### src/rtl/detg_pkg.sv
// Shared types, codes and reset values of the debounced edge trigger gate.
package detg_pkg;

  // Default sizes handed to the top level.
  localparam int unsigned NumChannelsDefault = 4;
  localparam int unsigned TimeWidthDefault   = 32;

  // Fixed field widths.
  localparam int unsigned ChanW    = 2;
  localparam int unsigned StampW   = 32;
  localparam int unsigned StatusW  = 4;
  localparam int unsigned CfgIdxW  = 3;
  localparam int unsigned CfgDataW = 32;
  localparam int unsigned MaskW    = 4;
  localparam int unsigned ModesW   = 8;
  localparam int unsigned InDataW  = 40;
  localparam int unsigned OutDataW = 8;

  typedef logic [StatusW-1:0] status_t;
  typedef logic [CfgIdxW-1:0] cfg_idx_t;

  // Result status codes.
  localparam status_t StNone      = 4'd0;
  localparam status_t StFirst     = 4'd1;
  localparam status_t StNoTrig    = 4'd2;
  localparam status_t StRequest   = 4'd3;
  localparam status_t StLatched   = 4'd4;
  localparam status_t StInFlight  = 4'd5;
  localparam status_t StCooldown  = 4'd6;
  localparam status_t StNotReady  = 4'd7;
  localparam status_t StAccepted  = 4'd8;
  localparam status_t StRejected  = 4'd9;

  // Configuration register indexes.
  localparam cfg_idx_t CfgActiveLowMask  = 3'd0;
  localparam cfg_idx_t CfgTriggerModes   = 3'd1;
  localparam cfg_idx_t CfgDebounceTicks  = 3'd2;
  localparam cfg_idx_t CfgCooldownTicks  = 3'd3;
  localparam cfg_idx_t CfgOnceAfterSucc  = 3'd4;

  // Trigger mode codes; the fourth code behaves as a press.
  localparam logic [1:0] ModePress   = 2'd0;
  localparam logic [1:0] ModeRelease = 2'd1;
  localparam logic [1:0] ModeBoth    = 2'd2;

  // Item kinds carried in tuser.
  localparam logic ActSample   = 1'b0;
  localparam logic ActResponse = 1'b1;

  // Register reset values.
  localparam logic [MaskW-1:0]    ActiveLowMaskRst = 4'hF;
  localparam logic [ModesW-1:0]   TriggerModesRst  = 8'h00;
  localparam logic [StampW-1:0]   DebounceRst      = 32'd30;
  localparam logic [StampW-1:0]   CooldownRst      = 32'd1000;
  localparam logic                OnceRst          = 1'b1;

endpackage

### src/rtl/debounced_edge_trigger_gate_top.sv
// Top level of the debounced edge trigger gate: debounce store, edge gate and stream ports.
//
//  Port group  Dir  Transfer fields
//  s_axis      in   tuser: action; tdata: channel, raw_pin, now_ticks, service_ready,
//                   response_success
//  m_axis      out  tdata: status, result_channel, debounced_level, start_request
//  cfg         in   write enable, register index, write data
//
// Each item passes through the input register and then the result register;
// a new transfer is taken every cycle while results are drained.
// The per-channel store is read combinationally between the two registers and updated as the result register loads.
// A stall on m_axis holds the result register and, once the input register is full, s_axis.
// Reset clears both registers' valid flags, the store's valid and level flags and the request flags.
module debounced_edge_trigger_gate_top #(
  parameter int unsigned NUM_CHANNELS = detg_pkg::NumChannelsDefault,
  parameter int unsigned TIME_WIDTH   = detg_pkg::TimeWidthDefault
) (
  input  logic                           clk_i,
  input  logic                           rst_ni,
  input  logic                           s_axis_tvalid,
  output logic                           s_axis_tready,
  // Bits up from 0: channel[1:0], raw_pin, now_ticks[31:0], service_ready,
  // response_success, zero fill.
  input  logic [detg_pkg::InDataW-1:0]   s_axis_tdata,
  // Bit 0: action.
  input  logic                           s_axis_tuser,
  output logic                           m_axis_tvalid,
  input  logic                           m_axis_tready,
  // Bits up from 0: status[3:0], result_channel[1:0], debounced_level, start_request.
  output logic [detg_pkg::OutDataW-1:0]  m_axis_tdata,
  input  logic                           cfg_we_i,
  input  logic [detg_pkg::CfgIdxW-1:0]   cfg_idx_i,
  input  logic [detg_pkg::CfgDataW-1:0]  cfg_data_i
);

  localparam int unsigned IdxW = (NUM_CHANNELS > 1) ? $clog2(NUM_CHANNELS) : 1;
  localparam int unsigned CmpW = (TIME_WIDTH > detg_pkg::StampW) ? TIME_WIDTH
                                                                  : detg_pkg::StampW;
  localparam int unsigned ChkW = 5;

  // Configuration registers.
  logic [detg_pkg::MaskW-1:0]  active_low_mask_q;
  logic [detg_pkg::ModesW-1:0] trigger_modes_q;
  logic [detg_pkg::StampW-1:0] debounce_ticks_q;
  logic [detg_pkg::StampW-1:0] cooldown_ticks_q;
  logic                        once_q;

  always_ff @(posedge clk_i or negedge rst_ni) begin
    if (!rst_ni) begin
      active_low_mask_q <= detg_pkg::ActiveLowMaskRst;
      trigger_modes_q   <= detg_pkg::TriggerModesRst;
      debounce_ticks_q  <= detg_pkg::DebounceRst;
      cooldown_ticks_q  <= detg_pkg::CooldownRst;
      once_q            <= detg_pkg::OnceRst;
    end else if (cfg_we_i) begin
      case (cfg_idx_i)
        detg_pkg::CfgActiveLowMask: active_low_mask_q <= cfg_data_i[detg_pkg::MaskW-1:0];
        detg_pkg::CfgTriggerModes:  trigger_modes_q   <= cfg_data_i[detg_pkg::ModesW-1:0];
        detg_pkg::CfgDebounceTicks: debounce_ticks_q  <= cfg_data_i;
        detg_pkg::CfgCooldownTicks: cooldown_ticks_q  <= cfg_data_i;
        detg_pkg::CfgOnceAfterSucc: once_q            <= cfg_data_i[0];
        default: ;
      endcase
    end
  end

  // Input register and result register.
  logic                         in_valid_q;
  logic                         in_act_q;
  logic [detg_pkg::InDataW-1:0] in_data_q;
  logic                         out_valid_q;
  logic [detg_pkg::OutDataW-1:0] out_data_q;
  logic                         adv;

  assign adv           = in_valid_q && (!out_valid_q || m_axis_tready);
  assign s_axis_tready = !in_valid_q || adv;
  assign m_axis_tvalid = out_valid_q;
  assign m_axis_tdata  = out_data_q;

  always_ff @(posedge clk_i or negedge rst_ni) begin
    if (!rst_ni) begin
      in_valid_q <= 1'b0;
    end else if (s_axis_tready) begin
      in_valid_q <= s_axis_tvalid;
    end
  end

  always_ff @(posedge clk_i) begin
    if (s_axis_tvalid && s_axis_tready) begin
      in_act_q  <= s_axis_tuser;
      in_data_q <= s_axis_tdata;
    end
  end

  // Field unpacking.
  logic [detg_pkg::ChanW-1:0]  f_chan;
  logic                        f_raw;
  logic [detg_pkg::StampW-1:0] f_now;
  logic                        f_ready;
  logic                        f_success;
  logic [TIME_WIDTH-1:0]       now_t;

  assign f_chan    = in_data_q[1:0];
  assign f_raw     = in_data_q[2];
  assign f_now     = in_data_q[34:3];
  assign f_ready   = in_data_q[35];
  assign f_success = in_data_q[36];
  assign now_t     = TIME_WIDTH'(f_now);

  // Per-channel debounce store.
  logic                  pend_valid_q  [NUM_CHANNELS];
  logic                  pend_level_q  [NUM_CHANNELS];
  logic [TIME_WIDTH-1:0] pend_start_q  [NUM_CHANNELS];
  logic                  stab_valid_q  [NUM_CHANNELS];
  logic                  stab_level_q  [NUM_CHANNELS];

  // Request state.
  logic                  in_flight_q, in_flight_d;
  logic                  latch_q, latch_d;
  logic                  req_before_q, req_before_d;
  logic [TIME_WIDTH-1:0] last_req_q;

  function automatic logic edge_match(input logic [1:0] mode, input logic prev_lvl,
                                      input logic next_lvl);
    logic hit;
    case (mode)
      detg_pkg::ModeBoth:    hit = prev_lvl != next_lvl;
      detg_pkg::ModeRelease: hit = prev_lvl && !next_lvl;
      default:               hit = !prev_lvl && next_lvl;
    endcase
    return hit;
  endfunction

  logic [IdxW-1:0]       idx;
  logic                  is_sample;
  logic                  ch_ok;
  logic                  active;
  logic                  pv, pl, sv, sl;
  logic [TIME_WIDTH-1:0] ps;
  logic                  new_pend;
  logic                  elapsed;
  logic                  settle;
  logic                  change;
  logic [1:0]            mode;
  logic                  cooling;
  logic                  issue;
  logic                  sv_d, sl_d;
  detg_pkg::status_t     status;
  logic                  level;

  always_comb begin
    idx       = IdxW'(f_chan);
    is_sample = in_act_q == detg_pkg::ActSample;
    ch_ok     = ChkW'(f_chan) < ChkW'(NUM_CHANNELS);
    active    = f_raw ^ active_low_mask_q[f_chan];
    pv        = ch_ok && pend_valid_q[idx];
    pl        = ch_ok && pend_level_q[idx];
    ps        = pend_start_q[idx];
    sv        = ch_ok && stab_valid_q[idx];
    sl        = ch_ok && stab_level_q[idx];
    new_pend  = !pv || (pl != active);
    elapsed   = CmpW'(TIME_WIDTH'(now_t - ps)) >= CmpW'(debounce_ticks_q);
    settle    = ch_ok && !new_pend && elapsed && !sv;
    change    = ch_ok && !new_pend && elapsed && sv && (sl != active);
    mode      = trigger_modes_q[2*f_chan +: 2];
    cooling   = req_before_q &&
                (CmpW'(TIME_WIDTH'(now_t - last_req_q)) < CmpW'(cooldown_ticks_q));
    sv_d      = sv || settle;
    sl_d      = (settle || change) ? active : sl;

    status       = detg_pkg::StNone;
    issue        = 1'b0;
    in_flight_d  = in_flight_q;
    latch_d      = latch_q;
    req_before_d = req_before_q;

    if (!is_sample) begin
      if (in_flight_q) begin
        in_flight_d = 1'b0;
        if (f_success) begin
          if (once_q) begin
            latch_d = 1'b1;
          end
          status = detg_pkg::StAccepted;
        end else begin
          status = detg_pkg::StRejected;
        end
      end
    end else if (settle) begin
      status = detg_pkg::StFirst;
    end else if (change) begin
      if (!edge_match(mode, sl, active)) begin
        status = detg_pkg::StNoTrig;
      end else if (once_q && latch_q) begin
        status = detg_pkg::StLatched;
      end else if (in_flight_q) begin
        status = detg_pkg::StInFlight;
      end else if (cooling) begin
        status = detg_pkg::StCooldown;
      end else if (!f_ready) begin
        status = detg_pkg::StNotReady;
      end else begin
        status       = detg_pkg::StRequest;
        issue        = 1'b1;
        in_flight_d  = 1'b1;
        req_before_d = 1'b1;
      end
    end

    level = is_sample && ch_ok && sv_d && sl_d;
  end

  always_ff @(posedge clk_i or negedge rst_ni) begin
    if (!rst_ni) begin
      for (int i = 0; i < NUM_CHANNELS; i++) begin
        pend_valid_q[i] <= 1'b0;
        pend_level_q[i] <= 1'b0;
        stab_valid_q[i] <= 1'b0;
        stab_level_q[i] <= 1'b0;
      end
      in_flight_q  <= 1'b0;
      latch_q      <= 1'b0;
      req_before_q <= 1'b0;
    end else if (adv) begin
      if (is_sample && ch_ok) begin
        pend_valid_q[idx] <= 1'b1;
        pend_level_q[idx] <= active;
        stab_valid_q[idx] <= sv_d;
        stab_level_q[idx] <= sl_d;
      end
      in_flight_q  <= in_flight_d;
      latch_q      <= latch_d;
      req_before_q <= req_before_d;
    end
  end

  // Time stamps are guarded by their valid flags and need no reset.
  always_ff @(posedge clk_i) begin
    if (adv && is_sample && ch_ok && new_pend) begin
      pend_start_q[idx] <= now_t;
    end
    if (adv && issue) begin
      last_req_q <= now_t;
    end
  end

  always_ff @(posedge clk_i or negedge rst_ni) begin
    if (!rst_ni) begin
      out_valid_q <= 1'b0;
    end else if (adv) begin
      out_valid_q <= 1'b1;
    end else if (m_axis_tready) begin
      out_valid_q <= 1'b0;
    end
  end

  always_ff @(posedge clk_i) begin
    if (adv) begin
      out_data_q <= {issue, level, is_sample ? f_chan : detg_pkg::ChanW'(0), status};
    end
  end

endmodule

### config.mk
export PLATFORM = sky130hd
export DESIGN_NAME = debounced_edge_trigger_gate_top
export DESIGN_NICKNAME = d
export VERILOG_FILES = /design/src/rtl/detg_pkg.sv /design/src/rtl/debounced_edge_trigger_gate_top.sv
export SDC_FILE = /design/constraint.sdc
export NUM_CORES = 1
export LEC_CHECK = 0
export BUFFER_PORTS_ARGS = -buffer_cell sky130_fd_sc_hd__buf_2
export CAP_MARGIN = 20
export CELL_PAD_IN_SITES_DETAIL_PLACEMENT = 1
export CELL_PAD_IN_SITES_GLOBAL_PLACEMENT = 1
export CORE_MARGIN = 2
export CORE_UTILIZATION = 44
export CTS_BUF_LIST = sky130_fd_sc_hd__clkbuf_2 sky130_fd_sc_hd__clkbuf_4 sky130_fd_sc_hd__clkbuf_8
export DETAILED_ROUTE_END_ITERATION = 8
export PLACE_DENSITY = 0.74
export SYNTH_ARGS = -nofsm -noshare
export SYNTH_HDL_FRONTEND = slang
export SYNTH_SLANG_ARGS = --single-unit
### constraint.sdc
create_clock -name clk_i -period 11.45 [get_ports clk_i]
set_input_delay 2.29 -clock clk_i [delete_from_list [all_inputs] [get_ports clk_i]]
set_output_delay 2.29 -clock clk_i [all_outputs]
set_load 0.01 [all_outputs]
Word-level counts from Yosys, hierarchy flattened
Memories as Yosys holds them, arrays and structs flattened. A register that Yosys moved wholly into a read port is not among the register bits.
Cells that the tools add are included.

operators by class
  mux-type cells = 53
  order comparisons = 5
  bitwise operators = 8
  reductions and logical operators = 41
  equality and inequality tests = 10
  shifts and indexed selects = 1
  add/subtract/negate cells = 2

operator list
  kind                                                             count
  32-bit subtractor                                                2
  1-bit two-way mux                                                33
  32-bit greater-or-equal comparator                               1
  32-bit < comparator                                              1
  3-bit two-way mux                                                7
  1-bit logical AND                                                16
  4-bit bitwise mux                                                3
  2-bit AND reduction                                              6
  1-bit binary-select mux with 2-bit select                        5
  5-bit AND reduction                                              2
  9-bit AND reduction                                              1
  4-bit two-way mux                                                2
  8-bit by 4-bit variable part select with 2-bit output            1
  1-bit zero test                                                  7
  3-bit by 2-bit == test with 1-bit output, second input constant  2
  2-bit nonzero test                                               3
  1-bit logical OR                                                 5
  1-bit NOT                                                        5
  2-bit != test, second input constant                             2
  4-bit bitwise OR                                                 1
  3-bit by 1-bit == test with 1-bit output, second input constant  1
  3-bit == test, second input constant                             1
  3-bit greater-or-equal comparator, second input constant         1
  3-bit zero test                                                  1
  other kinds (10)                                                 11

word-level totals
  memories = 1
  input port bits = 81
  output and inout bits = 10
  bits in registers = 176
  RAM bits = 128
  word-level logic and storage cells = 152

memory list
  memory        depth  bits a word  read ports  clocked after memory_dff  write ports  line                                    text
  pend_start_q  4      32           1           1                         1            debounced_edge_trigger_gate_top.sv:113  logic [TIME_WIDTH-1:0] pend_start_q [NUM_CHANNELS];

Logic depth before layout (Yosys ltp)
Gate-level depths: netlist of the first run.

  word-level depth = 18
  depth in mapped cells = 23
  gate-level depth less buffers = 21

Worst setup path before layout of the first run
OpenSTA, ideal clock, no wires.

  path type = register to register
  start = register (tool-made name)
  end = register last_req_q[0], enable pin
  required time = 10.989 ns
  buffers on the path = 2
  stages on the path, launching flop included = 21
  slack = 4.152 ns
  period minus slack after synthesis = 7.298 ns
  setup time = 0.461 ns
  data arrival time = 6.837 ns
  cells stage by stage = dfxtp_1 > clkbuf_1 > buf_1 > mux4_2 > ha_1 > inv_1 > fa_1 > a211oi_1 > nor4_1 > o21ai_0 > a311oi_1 > o21a_1 > a221o_1 > a221oi_1 > xnor2_1 > ha_1 > nand4_1 > nor3_1 > o2111a_4 > nor2_2 > nor3_1

RTL lines
  element               line                                    text
  end signal, assigned  debounced_edge_trigger_gate_top.sv:243  last_req_q <= now_t;
  end, declared         debounced_edge_trigger_gate_top.sv:121  logic [TIME_WIDTH-1:0] last_req_q;

==> results by group, run 1 <==
Timing
  – Fin crit share: 58.09%
  – Hold_ws: 466.5 ps
  – Final setup violation count: 0
  – Worst Skew: 41.03 ps
  – Setup ws final: 4799 ps
  – Max Slew Vio Count: 0
  – Final hold vios: 0
  – Final min period: 6651 ps
  – Slew headroom: 33.83%
  – Setup TNS: 0 ps
  – Worst-margin pin slew: 991.2 ps
  – Achievable frequency: 150.4 MHz
  – RSZ-0062 raised after global routing: false

Detailed routing
  – Antenna-violating nets left: 0
  – Starting DRC count in detailed routing: 460
  – DR DRC count: 0
  – Via-to-Cell Ratio: 5.469
  – Wirelength per Cell: 20.29 microns
  – Via count: 10500
  – Pre-antenna DRT Iters: 5
  – Final WL: 38.96 mm

Yosys
  – Syn nets: 1499
  – Top FF cell, synth: edfxtp_1
  – Post-synthesis sequential area ratio: 54.45%
  – Synth Register Bits: 306
  – Post-Synthesis Cell Area: 15970 sq um
  – Share of flip-flops with an asynchronous set or reset: 32.03%
  – EDFF count, synth: 206
  – Unique masters post-synth: 73
  – Cell count after synthesis: 1286
  – Yosys warnings: 0
  – Syn avg cell area: 12.42 sq um

Die
  – Die W: 194.5 microns
  – Placeable Area: 35660 sq um
  – Die height: 194.5 microns
  – Starting Density: 44.80%
  – I/O pin count: 91
  – # rows: 69
  – DIE AREA: 37840 sq um

Power and ir drop
  – Combinational power share: 22.4%
  – Static leakage: 7.714 nW
  – Clock Power Share: 35.5%
  – Switching Share: 29.23%
  – PwrDens: 177.6 nW/um^2
  – P_sw: 0.9472 mW
  – Max IR drop VDD: 0.0001010 V
  – Sequential share of power: 42.1%
  – Cell-internal power: 2.293 mW

Global routing
  – Vias in the first global route: 11250
  – First-pass GRT wire length: 62.14 mm
  – Total grt overflow: 0
  – GRT Total Usage: 21.20%
  – Largest net degree at the start of global routing: 64
  – Antenna violations before repair: 0

Placed design
  – Post-DP Area: 17010 sq um
  – Port Buf Inserts: 87
  – Post-placement cell count: 1820
  – Setup WS pre-CTS: 4814 ps
  – DP HPWL: 27.15 mm
  – GPL Wtd Cong: 0.8119

Clock tree
  – CTS H-tree depth: 2
  – Post-cts resize count: 0
  – CTS Sinks: 306
  – Post-CTS setup buffer count: 0
  – Hold-fix buffers, CTS: 0
  – Root Buffer: clkbuf_8
  – Maximum clock path buffer count: 3
  – Worst-path clk slew: 60 ps
  – TritonCTS clock tree: built
  – Clk_lat worst skew: 640 ps
  – CTS Buf Count: 54

Final layout
  – Design area: 18250 sq um
  – Fin cells: 1920
  – Layout area overhead: 14.25%
  – Most frequent cells in the layout: 206 x edfxtp_1, 147 x inv_1, 130 x ha_1
  – Layout Nets: 1628
  – Commonest non-fill, non-tap cell in the layout: edfxtp_1
  – Inserted Diodes: 0
  – Fill cell count: 3744
  – Share of cells above drive strength 1: 21.80%

Job
  – Total of max-cap violations: 0

Critical path
  – Worst Setup Path Type: reg2reg
  – Element type at the critical path end: flip-flop
  – Worst Path Arrival: 6940 ps
  – Worst setup SP type: flip-flop
  – WP data required: 11730 ps
  – Max FO, Critical Path: 32

Worst hold path
  – Min-Delay Path Class: reg2reg

Outcome
  – Status: finished clean
==> layout make-up <==
type	instances	area, sq um	share of cell area [%]
well taps	461	576.8	3.161
clock inverters	26	285.3	1.563
clock buffers	74	949.7	5.204
multi-input cells	806	6655	36.47
inverters	148	555.5	3.044
repair buffers	99	528.0	2.893
flip-flops and latches	306	8698	47.67
==> per-stage QoR <==
stage                     utilization (%)  total power [mW]
after global placement              47.72             2.070
after global routing                51.18             3.424
final                               51.18             3.241
after CTS                           51.18             3.278
after floorplan                         -             1.885
after detailed placement            47.72             2.110
==> cells by family after synthesis <==
logic type	after synthesis	share of synthesized area, %
XOR/XNOR	51	2.914
AO/OA/AOI/OAI	285	11.37
buffers and inverters	174	4.167
flip-flops	306	54.45
AND/OR/NAND/NOR	246	7.434
adder cells (fa/ha/maj)	132	10.43
multiplexers	92	9.228
==> worst paths after layout <==
kind	startpoint	end	slack, ps	depth (start not counted)
max	flip-flop	last_req_q[15]	4800	20
max in group asynchronous	rst_ni	cooldown_ticks_q[19]	8520	2
min in group asynchronous	rst_ni	cooldown_ticks_q[31]	1660	1
min reg2reg	pend_valid_q[1]	pend_valid_q[1]	470	1
max reg2reg	flip-flop	last_req_q[15]	4800	20
min	pend_valid_q[1]	pend_valid_q[1]	470	1
==> metal layers <==
metal  track usage, %  vias to the layer above  wire length [microns]
met4            5.726                        0                    684
met2            36.16                      164                  19300
li1                 -                     4981                      -
met5                0                        -                      0
met3            3.817                       48                   1387
met1            27.88                     5308                  17590
==> state kept, by name, indices dropped and copies added (netlist names), 8 cells and up, named ones only <==
register / cells
cooldown_ticks_q: 32
m_axis_tdata: 8
debounce_ticks_q: 32
last_req_q: 32
trigger_modes_q: 8
pend_start_q: 128
in_data_q: 37
==> cells in the mapped netlist (4+ instances only) <==
library cell | instances | area (sq um)
o21a_1 | 8 | 60.06
o21bai_1 | 8 | 60.06
nor4_1 | 4 | 25.02
nor2b_1 | 10 | 62.56
xor2_1 | 16 | 140.1
and2_1 | 9 | 56.30
edfxtp_1 | 206 | 6186
dfrtp_1 | 83 | 2077
xnor2_1 | 34 | 297.8
o211ai_1 | 5 | 37.54
ha_1 | 130 | 1627
a21oi_1 | 82 | 410.4
a21o_1 | 47 | 352.8
or3_1 | 4 | 25.02
a211o_1 | 5 | 43.79
mux4_2 | 39 | 878.3
buf_1 | 6 | 22.52
inv_1 | 148 | 555.5
nor3_1 | 12 | 60.06
nand2b_1 | 17 | 106.4
a211oi_1 | 7 | 52.55
mux2_2 | 50 | 563.0
nor2_1 | 51 | 191.4
or2_2 | 4 | 25.02
o21ai_0 | 78 | 390.4
nand3_1 | 18 | 90.09
nand2_1 | 84 | 315.3
and3_1 | 9 | 56.30
clkbuf_1 | 17 | 63.81
nand4_1 | 13 | 81.33
dfstp_2 | 15 | 394.1
==> power groups by stage <==
stage                     combinational (mW)  clock [mW]  sequential, mW
after detailed placement               0.723           0            1.39
after CTS                              0.732        1.18            1.37
after global placement                 0.691           0            1.38
after floorplan                        0.521           0            1.36
final                                  0.726        1.15            1.37
after global routing                   0.818        1.23            1.38
==> critical path: stages, from the launching register on <==
cell      delay, ps
dfxtp_2         310
buf_4           580
mux4_2          360
ha_1            190
inv_1            60
fa_1            420
a211oi_1        350
nor4_1          150
o21ai_0         550
a311oi_1        300
o21a_1          290
a221o_1         380
a221oi_1        370
xnor2_1         130
ha_1            300
nand4_1         170
nor3_1          380
o2111a_4        320
nor2_2           80
nor3_2          260
buf_4           320
Note: power is estimated with default switching activity, not from simulation.
==> run 2: changes to the inputs <==
--- a/config.mk
+++ b/config.mk
@@ -13,7 +13,7 @@
 export CORE_UTILIZATION = 44
 export CTS_BUF_LIST = sky130_fd_sc_hd__clkbuf_2 sky130_fd_sc_hd__clkbuf_4 sky130_fd_sc_hd__clkbuf_8
 export DETAILED_ROUTE_END_ITERATION = 8
-export PLACE_DENSITY = 0.74
+export PLACE_DENSITY = 0.77
 export SYNTH_ARGS = -nofsm -noshare
 export SYNTH_HDL_FRONTEND = slang
 export SYNTH_SLANG_ARGS = --single-unit
==> constraint.sdc (replaced) <==
create_clock -name clk_i -period 5.95 [get_ports clk_i]
set_input_delay 1.19 -clock clk_i [delete_from_list [all_inputs] [get_ports clk_i]]
set_output_delay 1.19 -clock clk_i [all_outputs]
set_load 0.01 [all_outputs]
==> results by group, run 2 (same netlist as run 1, synthesis figures left out) <==
Outcome
  – Status: finished clean (unchanged)

Timing
  – Fin crit share: 93.76% (was 58.09%)
  – Achievable frequency: 179.3 MHz (was 150.4 MHz)
  – Setup TNS: 0 ps (unchanged)
  – Max Slew Vio Count: 0 (unchanged)
  – RSZ-0062 raised after global routing: false (unchanged)
  – Final min period: 5579 ps (was 6651 ps)
  – Worst-margin pin slew: 1036 ps (was 991.2 ps)
  – Final hold vios: 0 (unchanged)
  – Final setup violation count: 0 (unchanged)
  – Slew headroom: 30.83% (was 33.83%)
  – Setup ws final: 371.4 ps (was 4799 ps)
  – Worst Skew: 19.54 ps (was 41.03 ps)

Critical path
  – Crit-path slowest cell: mux4_2 (was buf_4)
  – Max FO, Critical Path: 17 (was 32)
  – Worst-path cell chain: buf_12 > buf_8 > mux4_2 > inv_1 > ha_1 > a21o_1 > a21o_1 > a211oi_1 > a311oi_2 > o21a_1 > a221o_1 > a221oi_2 > xnor2_1 > ha_1 > nand4_1 > nor3_1 > o2111a_4 > nor2_2 > nor3_4 > buf_12 (was buf_4 > mux4_2 > ha_1 > inv_1 > fa_1 > a211oi_1 > nor4_1 > o21ai_0 > a311oi_1 > o21a_1 > a221o_1 > a221oi_1 > xnor2_1 > ha_1 > nand4_1 > nor3_1 > o2111a_4 > nor2_2 > nor3_2 > buf_4)
  – Element type at the critical path end: flip-flop (unchanged)
  – Worst setup SP type: flip-flop (unchanged)
  – Delay-heaviest family, CP: compound AO/OA/AOI/OAI gates (unchanged)
  – CP max stage delay: 540 ps (was 580 ps)
  – WP data required: 6280 ps (was 11730 ps)
  – Worst Setup Path Type: reg2reg (unchanged)
  – CP Buf/Inv Count: 4 (was 3)
  – Worst Path Arrival: 5900 ps (was 6940 ps)

Detailed routing
  – Via count: 10610 (was 10500)
  – Antenna-violating nets left: 0 (unchanged)
  – Starting DRC count in detailed routing: 497 (was 460)
  – Final WL: 39.88 mm (was 38.96 mm)
  – Wirelength per Cell: 20.67 microns (was 20.29 microns)
  – DR DRC count: 0 (unchanged)
  – Pre-antenna DRT Iters: 5 (unchanged)
  – Via-to-Cell Ratio: 5.499 (was 5.469)

Die
  – Placeable Area: 35660 sq um (unchanged)
  – Die height: 194.5 microns (unchanged)
  – # rows: 69 (unchanged)
  – Starting Density: 44.80% (unchanged)
  – Die W: 194.5 microns (unchanged)
  – DIE AREA: 37840 sq um (unchanged)
  – I/O pin count: 91 (unchanged)

Power and ir drop
  – Cell-internal power: 4.275 mW (was 2.293 mW)
  – PwrDens: 334.5 nW/um^2 (was 177.6 nW/um^2)
  – Max IR drop VDD: 0.0001981 V (was 0.0001010 V)
  – Clock Power Share: 33.2% (was 35.5%)
  – Static leakage: 7.746 nW (was 7.714 nW)
  – P_sw: 1.843 mW (was 0.9472 mW)
  – Sequential share of power: 43.0% (was 42.1%)
  – Combinational power share: 23.8% (was 22.4%)
  – Overall power: 6.118 mW (was 3.241 mW)
  – Switching Share: 30.13% (was 29.23%)

Placed design
  – Setup WS pre-CTS: 118.3 ps (was 4814 ps)
  – Post-DP Area: 17130 sq um (was 17010 sq um)
  – Port Buf Inserts: 87 (unchanged)
  – DP HPWL: 28.51 mm (was 27.15 mm)
  – GPL Wtd Cong: 0.8066 (was 0.8119)

Global routing
  – First-pass GRT wire length: 64.23 mm (was 62.14 mm)
  – GRT Total Usage: 21.80% (was 21.20%)
  – Antenna violations before repair: 0 (unchanged)
  – Total grt overflow: 0 (unchanged)
  – Vias in the first global route: 11590 (was 11250)
  – Largest net degree at the start of global routing: 64 (unchanged)

Final layout
  – Top flop regs: pend_start_q: 128 flops, in_data_q: 37 flops (unchanged)
  – Design area: 18290 sq um (was 18250 sq um)
  – Commonest non-fill, non-tap cell in the layout: edfxtp_1 (unchanged)
  – Multi-input gate area: 6685 sq um (was 6655 sq um)
  – Most frequent cells in the layout: 206 x edfxtp_1, 147 x inv_1, 130 x ha_1 (unchanged)
  – Core Util, Final: 51.31% (was 51.18%)
  – Share of cells above drive strength 1: 22.55% (was 21.80%)
  – Inserted Diodes: 0 (unchanged)
  – Register Area: 8698 sq um (unchanged)
  – Layout Nets: 1638 (was 1628)
  – Register with the most flip-flops: pend_start_q (unchanged)
  – Layout area overhead: 14.53% (was 14.25%)
  – Largest register FFs: 128 (unchanged)
  – Fill cell count: 3725 (was 3744)

Clock tree
  – Maximum clock path buffer count: 3 (unchanged)
  – CTS Buf Count: 54 (unchanged)
  – CTS Sinks: 306 (unchanged)
  – Root Buffer: clkbuf_8 (unchanged)
  – Worst-path clk slew: 60 ps (about the same)
  – Hold-fix buffers, CTS: 0 (unchanged)
  – Clk_lat worst skew: 630 ps (was 640 ps)
  – CTS H-tree depth: 2 (unchanged)
  – TritonCTS clock tree: built (unchanged)

Job
  – Total of max-cap violations: 0 (unchanged)

Worst hold path
  – Min-Delay Path Class: reg2reg (unchanged)
==> run 2: cell count changes in the layout (fill, tap and decap cells not counted), sizes merged <==
cell	before	now
buf	99	109
inv	150	149
bufinv	6	3
clkinv	16	20
clkinvlp	2	1
==> run 2: power groups by stage <==
stage	logic, mW	registers, mW	clock network [mW]
finish	1.45	2.63	2.03
global route	1.64	2.66	2.19
CTS	1.45	2.63	2.09
detailed placement	1.43	2.67	0
global placement	1.36	2.66	0
floorplan	1.01	2.62	0
==> run 2: final cells by class <==
type / instances / area share, %
Clock buffer: 74 / 5.020
Timing Repair Buffer: 109 / 3.611
Inverter: 148 / 3.037
Tap cell: 461 / 3.153
Clock inverter: 25 / 1.087
Sequential cell: 306 / 47.55
Multi-Input combinational cell: 806 / 36.54
==> run 2: timing repair <==
item / 4_1_cts / 5_1_grt
setup endpoints to repair: 0 / 44
resized for setup: 0 / 9
hold endpoints to repair: 0 / 0
setup buffers: 0 / 0
==> run 2: worst reg2reg max path, delay by kind of cell, from the launching register on <==
kind / cells / cell delay (ps)
XOR/XNOR: 1 / 130
multiplexers: 1 / 550
adder cells (fa/ha/maj): 2 / 580
AND/OR/NAND/NOR: 4 / 760
buffers and inverters: 4 / 740
flip-flops: 1 / 370
AO/OA/AOI/OAI: 8 / 2160
==> run 2: final timing paths <==
| kind | startpoint | to | slack, ps | cells after the start |
|---|---|---|---|---|
| hold reg to reg | req_before_q | req_before_q | 460 | 2 |
| hold / removal | req_before_q | req_before_q | 460 | 2 |
| setup / recovery | flip-flop | last_req_q[6] | 370 | 20 |
| setup reg to reg | flip-flop | last_req_q[6] | 370 | 20 |
| max in group asynchronous | rst_ni | debounce_ticks_q[4] | 4220 | 2 |
| min in group asynchronous | rst_ni | debounce_ticks_q[29] | 670 | 1 |
==> run 2: per-layer routing <==
metal,part of all wire [%],vias up,track usage (%)
li1,-,4999,-
met1,44,5378,27.54
met2,50,161,37.87
met3,3.8,70,3.817
met4,2.5,0,7.436
met5,0,-,0
==> run 2: metrics by stage <==
| stage | hold slack [ps] | cells |
|---|---|---|
| 6_report | 460.6 | 1929 |
| 5_1_grt | 480.1 | 1929 |
| 4_1_cts | 459.2 | 1928 |
| 3_5_place_dp | 445.2 | 1829 |
| 3_3_place_gp | 435.2 | 1829 |
| 2_1_floorplan | 421.7 | 1286 |
==> run 3: changes to the inputs <==
--- a/config.mk
+++ b/config.mk
@@ -11,7 +11,7 @@
 export CELL_PAD_IN_SITES_GLOBAL_PLACEMENT = 1
 export CORE_MARGIN = 2
 export CORE_UTILIZATION = 44
-export CTS_BUF_LIST = sky130_fd_sc_hd__clkbuf_2 sky130_fd_sc_hd__clkbuf_4 sky130_fd_sc_hd__clkbuf_8
+export CTS_BUF_LIST = sky130_fd_sc_hd__clkbuf_4
 export DETAILED_ROUTE_END_ITERATION = 8
 export PLACE_DENSITY = 0.77
 export SYNTH_ARGS = -nofsm -noshare
==> results by group, run 3 (same netlist as run 1, synthesis figures left out) <==
Detailed routing
  – Pre-antenna DRT Iters: 5 (unchanged)
  – Met3 routed WL: 1.705 mm (was 1.500 mm)
  – Post-Route M1 WL: 16.89 mm (was 17.39 mm)
  – Via count: 10850 (was 10610)
  – Wirelength per Cell: 19.92 microns (was 20.67 microns)
  – Antenna-violating nets left: 0 (unchanged)
  – Starting DRC count in detailed routing: 449 (was 497)
  – Uppermost routed layer: met4 (unchanged)
  – Final WL: 39.62 mm (was 39.88 mm)
  – Via-to-Cell Ratio: 5.457 (was 5.499)
  – DR DRC count: 0 (unchanged)
  – Met2 Wirelength: 19.87 mm (was 20.01 mm)

Global routing
  – Largest net degree at the start of global routing: 64 (unchanged)
  – Antenna violations before repair: 2 (was 0)
  – Total grt overflow: 0 (unchanged)
  – First-pass GRT wire length: 64.07 mm (was 64.23 mm)
  – Vias in the first global route: 11880 (was 11590)
  – GRT Total Usage: 21.75% (was 21.80%)

Die
  – DIE AREA: 37840 sq um (unchanged)
  – # rows: 69 (unchanged)
  – Die height: 194.5 microns (unchanged)
  – Placeable Area: 35660 sq um (unchanged)
  – Starting Density: 44.80% (unchanged)
  – I/O pin count: 91 (unchanged)
  – Die W: 194.5 microns (unchanged)

Critical path
  – Element type at the critical path end: flip-flop (unchanged)
  – Worst Path Arrival: 6250 ps (was 5900 ps)
  – WP data required: 6580 ps (was 6280 ps)
  – Worst Setup Path Type: reg2reg (unchanged)
  – FF-to-FF End: m_axis_tdata[6] (was last_req_q[6])
  – Flop2flop setup slack: 330 ps (was 370 ps)
  – FF-to-FF path depth: 20 (unchanged)
  – Worst setup SP type: flip-flop (unchanged)
  – Max FO, Critical Path: 15 (was 17)

Timing
  – Final setup violation count: 0 (unchanged)
  – Fin crit share: 94.42% (was 93.76%)
  – RSZ-0062 raised after global routing: false (unchanged)
  – Final min period: 5618 ps (was 5579 ps)
  – Final hold vios: 0 (unchanged)
  – Slew headroom: 32.02% (was 30.83%)
  – Worst-margin pin slew: 1019 ps (was 1036 ps)
  – Achievable frequency: 178.0 MHz (was 179.3 MHz)
  – Max Slew Vio Count: 0 (unchanged)
  – Hold_ws: 464.5 ps (was 460.6 ps)
  – Setup TNS: 0 ps (unchanged)
  – Worst Skew: 51.43 ps (was 19.54 ps)

Worst hold path
  – Min-Delay Path Class: reg2reg (unchanged)
  – Worst hold start: req_before_q (unchanged)
  – Hold Path Sink: req_before_q (unchanged)
  – WHS Path Cells: 2 (unchanged)

Final layout
  – Share of cells above drive strength 1: 24.54% (was 22.55%)
  – Layout area overhead: 14.30% (was 14.53%)
  – Register with the most flip-flops: pend_start_q (unchanged)
  – Largest register FFs: 128 (unchanged)
  – Top flop regs: pend_start_q: 128 flops, in_data_q: 37 flops (unchanged)
  – Fill cell count: 3788 (was 3725)
  – Most frequent cells in the layout: 206 x edfxtp_1, 147 x inv_1, 130 x ha_1 (unchanged)
  – Commonest non-fill, non-tap cell in the layout: edfxtp_1 (unchanged)
  – Layout Nets: 1667 (was 1638)

Clock tree
  – TritonCTS clock tree: built (unchanged)
  – CTS Buf Count: 83 (was 54)
  – Worst-path clk slew: 70 ps (was 60 ps)
  – Clk_lat worst skew: 790 ps (was 630 ps)
  – CTS Sinks: 306 (unchanged)
  – Hold-fix buffers, CTS: 0 (unchanged)
  – Root Buffer: clkbuf_4 (was clkbuf_8)
  – CTS H-tree depth: 3 (was 2)
  – Maximum clock path buffer count: 3 (unchanged)

Power and ir drop
  – Static leakage: 7.780 nW (was 7.746 nW)
  – Overall power: 5.961 mW (was 6.118 mW)
  – Max IR drop VDD: 0.0002626 V (was 0.0001981 V)
  – PwrDens: 326.5 nW/um^2 (was 334.5 nW/um^2)

Placed design
  – Port Buf Inserts: 87 (unchanged)
  – GPL Wtd Cong: 0.8066 (unchanged)
  – DP HPWL: 28.51 mm (unchanged)

Outcome
  – Status: finished clean (unchanged)

Job
  – Total of max-cap violations: 0 (unchanged)
==> run 3: worst max-delay path: stages, from the launching register on <==
cell	delay, ps
dfxtp_2	370
buf_12	180
mux4_2	510
inv_1	100
ha_1	230
nand3_1	170
nor4_1	500
o21ai_1	280
a311oi_2	470
o21ai_0	180
or2_2	340
a31o_2	230
a21oi_1	210
ha_1	290
a21o_1	160
a21oi_1	130
o21ai_0	90
o21a_1	260
o21ai_2	240
mux2i_2	330
and2_1	180
==> run 3: final cells by class <==
cell class                      count  area, sq um  area share, %
Clock inverter                     30        132.6         0.7264
Inverter                          148        555.5          3.043
Timing Repair Buffer              109        660.6          3.618
Antenna cell                        4        10.01        0.05482
Clock buffer                      125        938.4          5.140
Sequential cell                   306         8698          47.64
Multi-Input combinational cell    806         6685          36.62
Tap cell                          461        576.8          3.159
==> run 3: power by group <==
group	internal [mW]	total, mW	switching (mW)
clock	0.967	1.89	0.918
sequential	2.51	2.63	0.117
combinational	0.628	1.45	0.820
==> run 3: worst max path at each step <==
stage,cells past startpoint,from,to
after floorplan,20,flip-flop,last_req_q[0]
after global placement,21,flip-flop,m_axis_tdata[6]
after detailed placement,20,flip-flop,last_req_q[13]
after CTS,20,flip-flop,last_req_q[17]
after global routing,20,flip-flop,last_req_q[17]
final,20,flip-flop,m_axis_tdata[6]
==> run 3: metrics by stage <==
stage	area (sq um)	std cells	setup slack (ps)	utilization, %
6_report	18260	1989	332.3	51.21
3_5_place_dp	17130	1829	118.3	48.03
3_3_place_gp	17130	1829	236.9	48.03
4_1_cts	18200	1984	56.53	51.03
5_1_grt	18260	1989	9.060	51.21
2_1_floorplan	15980	1286	98.89	-
==> run 3: per-layer routing <==
metal	track usage (%)	vias up
li1	-	5113
met1	27.10	5443
met2	37.40	217
met3	4.425	80
met4	8.205	0
met5	0	-
==> run 3: repair_timing <==
action	CTS	global route
resized for setup	0	9
endpoints found under the setup margin	0	45
buffers inserted	0	0
